==> src/hdl/nls_pkg.sv <==
package nls_pkg;

   localparam int unsigned DEF_MAX_LEN = 64;
   localparam int unsigned TOKEN_LEN_W = 7;

   localparam logic [7:0] CH_ZERO  = 8'h30;
   localparam logic [7:0] CH_SEVEN = 8'h37;
   localparam logic [7:0] CH_NINE  = 8'h39;
   localparam logic [7:0] CH_UC_A  = 8'h41;
   localparam logic [7:0] CH_UC_F  = 8'h46;
   localparam logic [7:0] CH_UNDER = 8'h5F;
   localparam logic [7:0] CH_X     = 8'h78;
   localparam logic [7:0] CH_DOT   = 8'h2E;
   localparam logic [7:0] CH_E     = 8'h65;
   localparam logic [7:0] CH_P     = 8'h70;
   localparam logic [7:0] CH_U     = 8'h55;
   localparam logic [7:0] CH_PLUS  = 8'h2B;
   localparam logic [7:0] CH_MINUS = 8'h2D;

   localparam logic KIND_INT   = 1'b0;
   localparam logic KIND_FLOAT = 1'b1;

   typedef enum logic [3:0] {
      PH_IDLE     = 4'd0,
      PH_ZERO     = 4'd1,
      PH_DEC_INT  = 4'd2,
      PH_DEC_FRAC = 4'd3,
      PH_DEC_EXP0 = 4'd4,
      PH_DEC_EXP  = 4'd5,
      PH_OCT_INT  = 4'd6,
      PH_OCT_FRAC = 4'd7,
      PH_OCT_EXP0 = 4'd8,
      PH_OCT_EXP  = 4'd9,
      PH_HEX_INT  = 4'd10,
      PH_HEX_FRAC = 4'd11,
      PH_HEX_EXP0 = 4'd12,
      PH_HEX_EXP  = 4'd13,
      PH_INT_DONE = 4'd14
   } scan_phase_type;

   typedef struct packed {
      logic [7:0] ch;
      logic       start_req;
   } req_item_type;

   typedef struct packed {
      logic                   token_kind;
      logic [TOKEN_LEN_W-1:0] token_length;
      logic                   too_long;
   } rsp_item_type;

endpackage

==> src/hdl/numeric_literal_scanner.sv <==
// an item taken into the input register goes through the phase step; one that
// ends a literal has its result registered on rsp until rsp_ready takes it
// throughput: one item per cycle unless a result meets a full rsp; an input
// register holds one item while a result waits, and the phase step is combinational
// reset: synchronous, active high; phase returns to idle, length and
// overflow clear, both item registers empty
module numeric_literal_scanner #(
   parameter int unsigned MAX_LEN = nls_pkg::DEF_MAX_LEN
) (
   input  logic                 clock,
   input  logic                 reset,
   input  logic                 req_valid,
   output logic                 req_ready,
   input  nls_pkg::req_item_type req_item,
   output logic                 rsp_valid,
   input  logic                 rsp_ready,
   output nls_pkg::rsp_item_type rsp_item
);

   localparam int unsigned LEN_W = $clog2(MAX_LEN + 1);
   localparam int unsigned TLW   = nls_pkg::TOKEN_LEN_W;

   logic                   in_valid_ff;
   nls_pkg::req_item_type  in_item_ff;
   logic                   rsp_valid_ff;
   nls_pkg::rsp_item_type  rsp_item_ff;

   nls_pkg::scan_phase_type phase_ff, phase_in;
   logic [LEN_W-1:0]        len_ff, len_in;
   logic                    ovf_ff, ovf_in;

   logic                    emit;
   logic                    emit_kind;
   logic [LEN_W-1:0]        emit_len;
   logic                    emit_ovf;
   logic [LEN_W+TLW-1:0]    emit_len_ext;
   nls_pkg::scan_phase_type step_phase;
   logic                    proc_go;
   logic                    rsp_free;

   logic [7:0] c;
   logic       is_dec, is_oct, is_hex, is_sign;

   assign c       = in_item_ff.ch;
   assign is_dec  = (c >= nls_pkg::CH_ZERO) && (c <= nls_pkg::CH_NINE);
   assign is_oct  = (c >= nls_pkg::CH_ZERO) && (c <= nls_pkg::CH_SEVEN);
   assign is_hex  = is_dec || ((c >= nls_pkg::CH_UC_A) && (c <= nls_pkg::CH_UC_F));
   assign is_sign = (c == nls_pkg::CH_PLUS) || (c == nls_pkg::CH_MINUS);

   // per-character phase step, idle means the character ends the literal
   always_comb begin
      step_phase = nls_pkg::PH_IDLE;
      unique case (phase_ff)
         nls_pkg::PH_ZERO: begin
            if (c == nls_pkg::CH_UNDER)    step_phase = nls_pkg::PH_OCT_INT;
            else if (c == nls_pkg::CH_X)   step_phase = nls_pkg::PH_HEX_INT;
            else if (is_dec)               step_phase = nls_pkg::PH_DEC_INT;
            else if (c == nls_pkg::CH_DOT) step_phase = nls_pkg::PH_DEC_FRAC;
            else if (c == nls_pkg::CH_U)   step_phase = nls_pkg::PH_INT_DONE;
         end
         nls_pkg::PH_DEC_INT: begin
            if (is_dec)                    step_phase = nls_pkg::PH_DEC_INT;
            else if (c == nls_pkg::CH_DOT) step_phase = nls_pkg::PH_DEC_FRAC;
            else if (c == nls_pkg::CH_U)   step_phase = nls_pkg::PH_INT_DONE;
         end
         nls_pkg::PH_DEC_FRAC: begin
            if (is_dec)                    step_phase = nls_pkg::PH_DEC_FRAC;
            else if (c == nls_pkg::CH_E)   step_phase = nls_pkg::PH_DEC_EXP0;
         end
         nls_pkg::PH_DEC_EXP0: begin
            if (is_sign || is_dec)         step_phase = nls_pkg::PH_DEC_EXP;
         end
         nls_pkg::PH_DEC_EXP: begin
            if (is_dec)                    step_phase = nls_pkg::PH_DEC_EXP;
         end
         nls_pkg::PH_OCT_INT: begin
            if (is_oct)                    step_phase = nls_pkg::PH_OCT_INT;
            else if (c == nls_pkg::CH_DOT) step_phase = nls_pkg::PH_OCT_FRAC;
            else if (c == nls_pkg::CH_P)   step_phase = nls_pkg::PH_OCT_EXP0;
            else if (c == nls_pkg::CH_U)   step_phase = nls_pkg::PH_INT_DONE;
         end
         nls_pkg::PH_OCT_FRAC: begin
            if (is_oct)                    step_phase = nls_pkg::PH_OCT_FRAC;
            else if (c == nls_pkg::CH_P)   step_phase = nls_pkg::PH_OCT_EXP0;
         end
         nls_pkg::PH_OCT_EXP0: begin
            if (is_sign || is_oct)         step_phase = nls_pkg::PH_OCT_EXP;
         end
         nls_pkg::PH_OCT_EXP: begin
            if (is_oct)                    step_phase = nls_pkg::PH_OCT_EXP;
         end
         nls_pkg::PH_HEX_INT: begin
            if (is_hex)                    step_phase = nls_pkg::PH_HEX_INT;
            else if (c == nls_pkg::CH_DOT) step_phase = nls_pkg::PH_HEX_FRAC;
            else if (c == nls_pkg::CH_P)   step_phase = nls_pkg::PH_HEX_EXP0;
            else if (c == nls_pkg::CH_U)   step_phase = nls_pkg::PH_INT_DONE;
         end
         nls_pkg::PH_HEX_FRAC: begin
            if (is_hex)                    step_phase = nls_pkg::PH_HEX_FRAC;
            else if (c == nls_pkg::CH_P)   step_phase = nls_pkg::PH_HEX_EXP0;
         end
         nls_pkg::PH_HEX_EXP0: begin
            if (is_sign || is_hex)         step_phase = nls_pkg::PH_HEX_EXP;
         end
         nls_pkg::PH_HEX_EXP: begin
            if (is_hex)                    step_phase = nls_pkg::PH_HEX_EXP;
         end
         default: begin
            step_phase = nls_pkg::PH_IDLE;
         end
      endcase
   end

   // item handling, state update and result
   always_comb begin
      phase_in  = phase_ff;
      len_in    = len_ff;
      ovf_in    = ovf_ff;
      emit      = 1'b0;
      emit_kind = nls_pkg::KIND_INT;
      emit_len  = len_ff;
      emit_ovf  = ovf_ff;
      if (in_item_ff.start_req) begin
         len_in = '0;
         ovf_in = 1'b0;
         if (c == nls_pkg::CH_ZERO) begin
            phase_in = nls_pkg::PH_ZERO;
            len_in   = LEN_W'(1);
         end else if (is_dec) begin
            phase_in = nls_pkg::PH_DEC_INT;
            len_in   = LEN_W'(1);
         end else if (c == nls_pkg::CH_DOT) begin
            phase_in = nls_pkg::PH_DEC_FRAC;
            len_in   = LEN_W'(1);
         end else begin
            phase_in = nls_pkg::PH_IDLE;
            emit     = 1'b1;
            emit_len = '0;
            emit_ovf = 1'b0;
         end
      end else if (phase_ff == nls_pkg::PH_IDLE || phase_ff > nls_pkg::PH_INT_DONE) begin
         phase_in = nls_pkg::PH_IDLE;
      end else if (step_phase == nls_pkg::PH_IDLE) begin
         phase_in = nls_pkg::PH_IDLE;
         emit     = 1'b1;
         if (!(phase_ff == nls_pkg::PH_ZERO    || phase_ff == nls_pkg::PH_DEC_INT ||
               phase_ff == nls_pkg::PH_OCT_INT || phase_ff == nls_pkg::PH_HEX_INT ||
               phase_ff == nls_pkg::PH_INT_DONE)) begin
            emit_kind = nls_pkg::KIND_FLOAT;
         end
      end else begin
         phase_in = step_phase;
         if (len_ff >= LEN_W'(MAX_LEN)) begin
            len_in = LEN_W'(MAX_LEN);
            ovf_in = 1'b1;
         end else begin
            len_in = len_ff + LEN_W'(1);
         end
      end
   end

   assign emit_len_ext = {{TLW{1'b0}}, emit_len};
   assign rsp_free     = !rsp_valid_ff || rsp_ready;
   assign proc_go      = in_valid_ff && (rsp_free || !emit);
   assign req_ready    = !in_valid_ff || proc_go;

   always_ff @(posedge clock) begin
      if (reset) begin
         phase_ff     <= nls_pkg::PH_IDLE;
         len_ff       <= '0;
         ovf_ff       <= 1'b0;
         in_valid_ff  <= 1'b0;
         rsp_valid_ff <= 1'b0;
      end else begin
         if (req_ready) begin
            in_valid_ff <= req_valid;
         end
         if (proc_go) begin
            phase_ff <= phase_in;
            len_ff   <= len_in;
            ovf_ff   <= ovf_in;
         end
         if (proc_go && emit) begin
            rsp_valid_ff <= 1'b1;
         end else if (rsp_ready) begin
            rsp_valid_ff <= 1'b0;
         end
      end
   end

   always_ff @(posedge clock) begin
      if (req_ready && req_valid) begin
         in_item_ff <= req_item;
      end
      if (proc_go && emit) begin
         rsp_item_ff.token_kind   <= emit_kind;
         rsp_item_ff.token_length <= emit_len_ext[TLW-1:0];
         rsp_item_ff.too_long     <= emit_ovf;
      end
   end

   assign rsp_valid = rsp_valid_ff;
   assign rsp_item  = rsp_item_ff;

endmodule
==> config.mk <==
export PLATFORM = sky130hd
export DESIGN_NAME = numeric_literal_scanner
export DESIGN_NICKNAME = d
export VERILOG_FILES = /design/src/hdl/nls_pkg.sv /design/src/hdl/numeric_literal_scanner.sv
export SDC_FILE = /design/constraint.sdc
export NUM_CORES = 1
export LEC_CHECK = 0
export BUFFER_PORTS_ARGS = -buffer_cell sky130_fd_sc_hd__buf_4
export CORE_MARGIN = 2
export CORE_UTILIZATION = 60
export DETAILED_ROUTE_END_ITERATION = 8
export HOLD_SLACK_MARGIN = 0.12
export PLACE_DENSITY = 0.81
export SLEW_MARGIN = 20
export SYNTH_ARGS = -nofsm -noshare
export SYNTH_HDL_FRONTEND = slang
export SYNTH_SLANG_ARGS = --single-unit
==> constraint.sdc <==
create_clock -name clock -period 5.2 [get_ports clock]
set_input_delay 0.52 -clock clock [delete_from_list [all_inputs] [get_ports clock]]
set_output_delay 0.52 -clock clock [all_outputs]
set_load 0.03 [all_outputs]
==> flow_summary_export.csv <==
group,metric,value,unit
run_status,run_status,"finished, final reports clean",
setup_path,cp_slowest_stage_delay,0.56,ns
power_and_ir_drop,power.leakage,0.855,nW
placement,numPortBuffers,23,
synth,synth_area_in_xor_xnor,0.871,%
timing,final-max-slew-violation-count,0,
floorplan,initial_utilization,61.2,%
timing,finalCritPeriodShare,70.9,%
timing,timing.slew.headroom,42.7,%
setup_path,crit_type,"reg -> out",
synth,netlist.top_cell.by_area,"edfxtp_1",
synth,synth-edff-count,18,
cells_and_area,layout.filler_cells,249,
clocking,h-tree-depth,2,
clocking,post_cts_repair_resize_count,0,
grt,pin_count_of_the_biggest_net_entering_global_routing,16,
worst_hold_path,whs_endpoint,"c[6]$_DFFE_PP_",
run,timing.max_cap.violations,0,
detailed_routing,first_iter_violations,165,
floorplan,io_pins,24,
detailed_routing,num_vias,1810,
detailed_routing,route.final.wire_length,4520,um
synth,synth.ff_latch_count,32,
grt,first_global_vias,1572,
synth,syn_nets,235,
floorplan,die_h,61.9,um
synth,synth-async-reset-ratio,0,%
timing,post-route-min-period,3.69,ns
cells_and_area,layout_common_cells,"nand2_1 (32), buf_4 (23), edfxtp_1 (18)",
detailed_routing,vias_per_cell,6.31,
placement,place_hpwl,3330,um
detailed_routing,remaining_drcs,0,
synth,syn_area_per_cell,9.14,um2
timing,totalNegativeSetupSlack,0,ns
synth,synth_top_family_by_area,"simple AND/OR/NAND/NOR gates",
cells_and_area,layout-drive-gt1-share,17.0,%
cells_and_area,finish.cell_count_without_fillers,287,
synth,synth_top_area_share,26.9,%
synth,synth-seq-area-share,40.8,%
worst_hold_path,timing.hold.worst.start,"req_item[7]",
cells_and_area,syn2layout_area_growth,13.1,%
synth,yosys.area_share.adder,1.24,%
placement,placedCellCount,279,
detailed_routing,wl_per_cell,15.7,um
timing,finalHoldViolCount,0,
synth,synth_compound_gate_area_share,18.7,%
clocking,number_of_buffers_created_by_cts,5,
setup_path,critical_path.top_delay_family,"simple AND/OR/NAND/NOR gates",
setup_path,crit_path_max_fanout,9,
synth,synth_ff_type,"edfxtp_1",
clocking,clock_latency,0.32,ns
clocking,cts.sinks,32,
worst_hold_path,hold_depth,1,
setup_path,standard_cell_with_the_maximum_stage_delay_on_the_critical_path,"nor4b_4",
grt,antenna_violations_before_repair,0,
floorplan,die-area,0.00383,mm2
power_and_ir_drop,pwr_density_cell,223,mW/mm2
worst_hold_path,hp-class,"in -> reg",
cells_and_area,leading_cell_type_in_the_layout_fill_and_taps_excluded,"nand2_1",
synth,synth_warnings,0,
setup_path,critPathRequiredTime,4.68,ns
clocking,tritoncts_clock_tree,"done",
cells_and_area,number_of_nets_at_the_end_of_the_flow,255,
synth,synth_top_cells_by_area,"edfxtp_1 (27%), dfxtp_1 (14%), nand2_1 (6.0%)",
grt,gr-usage-all-layers,25.9,%
synth,syn_area,0.00201,mm2
timing,unrepaired_setup_endpoints_after_global_routing,"false",
timing,skew,0.00857,ns
setup_path,crit_arrival,3.17,ns
power_and_ir_drop,power,0.000506,W
clocking,path_clk_slew,0.09,ns
floorplan,die_width,61.9,um
setup_path,worst-path-buf-inv,1,
synth,netlist-cell-type-count,56,
setup_path,regToRegSetupSlack,1.87,ns
detailed_routing,detailedRoute.firstPassIterationCount,5,
grt,grt_remaining_overflow,0,
setup_path,timing.critical_path.cells,"nor3_4, and4b_4, and2_1, o21ai_0, nand4_1, nor4b_4, a21oi_1, or2_1, buf_4",
clocking,cts.root.buffer_cell,"clkbuf_4",
synth,synth-simple-area-share,33.2,%
clocking,post_cts_hold_buffer_count,0,
grt,first_pass_grt_wire_length,7180,um
power_and_ir_drop,worst_ir_drop_vdd,0.256,mV
timing,tightest_slew,0.848,ns
setup_path,reg2reg_to,"rsp_item[1]$_DFFE_PP_",
detailed_routing,final_antenna_net_count,0,
clocking,cts_setup_buffers,0,
timing,clock.fmax,271,MHz
setup_path,depth_of_the_worst_register_to_register_path,8,
timing,report.final.setup_viol,0,
setup_path,timing.critical_path.from_type,"flop",
setup_path,worst_r2r_startpoint,"c[1]$_DFFE_PP_",
synth,synthMuxAreaShare,0.996,%
cells_and_area,antenna_cells_inserted,0,
floorplan,num_rows,21,
synth,syn_inst_count,220,
placement,routabilityCongestion,1.04,
setup_path,setup.worst_path.end_class,"output port",
clocking,clock_path_buffers,2,
floorplan,coreArea,0.00328,mm2
==> per-stage QoR <==
stage                     hold WS [ns]  instance area, um2  setup WS, ns  util (%)
after floorplan                  0.432                2010          2.23         -
after global placement           0.471                2200          1.99      66.9
after detailed placement         0.483                2200          1.91      66.9
after CTS                        0.361                2270          1.55      69.2
after global routing             0.350                2270          1.30      69.2
final                            0.371                2270          1.51      69.2
==> worst max path at each step <==
stage / from / endpoint / slack, ns / cells past startpoint
4_1_cts: c[1]$_DFFE_PP_ / req_ready / 1.55 / 9
6_report: c[1]$_DFFE_PP_ / req_ready / 1.51 / 9
3_3_place_gp: c[4]$_DFFE_PP_ / req_ready / 1.99 / 9
3_5_place_dp: c[1]$_DFFE_PP_ / req_ready / 1.91 / 9
2_1_floorplan: c[1]$_DFFE_PP_ / req_ready / 2.23 / 9
5_1_grt: c[1]$_DFFE_PP_ / req_ready / 1.30 / 9
==> power by group <==
group	switching, W	total, W	internal (W)
logic	0.0000243	0.0000427	0.0000185
registers	0.0000106	0.000285	0.000274
clock network	0.0000801	0.000178	0.0000981
total	0.000115	0.000506	0.000391
==> layer usage <==
layer | track usage, % | vias to the layer above | wire length [um]
met5 | 0 | - | 0
met4 | 9.73 | 0 | 97
met3 | 7.04 | 12 | 476
met2 | 37.4 | 124 | 2040
met1 | 37.0 | 801 | 1900
li1 | - | 873 | -
==> sequential cells by signal, summed over array words and instances (netlist names) <==
register     count
len_ff           7
ovf_ff           1
rsp_valid        1
in_item_ff       1
in_valid_ff      1
c                8
rsp_item         9
phase_ff         4
==> Yosys cell counts, drive strengths merged, types with 2 or more instances <==
library cell   n
a21oi          7
dfxtp         14
a31oi          3
nor4b          4
or4b           2
inv           11
nand3         11
ha             2
a32o           2
and4b          2
mux2i          2
nor2b         12
o31ai          4
a32oi          2
nand4b         3
o21a           4
xor2           2
nor4           5
or2            2
buf            4
clkbuf         6
nand2b         2
nand3b         2
nand4          7
edfxtp        18
o211ai         2
o311ai         4
nor3           7
nor2           8
o21ai         11
o22ai          2
nand2         32
and2           8
o32ai          2
==> cell type report <==
class                      instances  area, um2  area share, %
clock buffer                       5       37.5           1.65
tap                               46       57.6           2.53
inverter                          11       41.3           1.82
sequential                        32        821           36.1
clock inverter                     3       37.5           1.65
multi-input combinational        167       1110           48.7
timing repair buffer              23        173           7.59
==> cell families after synthesis <==
| group | count (synthesis) |
|---|---|
| AO/OA/AOI/OAI | 51 |
| XOR/XNOR | 2 |
| adder cells (fa/ha/maj) | 2 |
| buffers and inverters | 21 |
| flip-flops | 32 |
| multiplexers | 2 |
| AND/OR/NAND/NOR | 110 |
(Power assumes the default switching activity.)
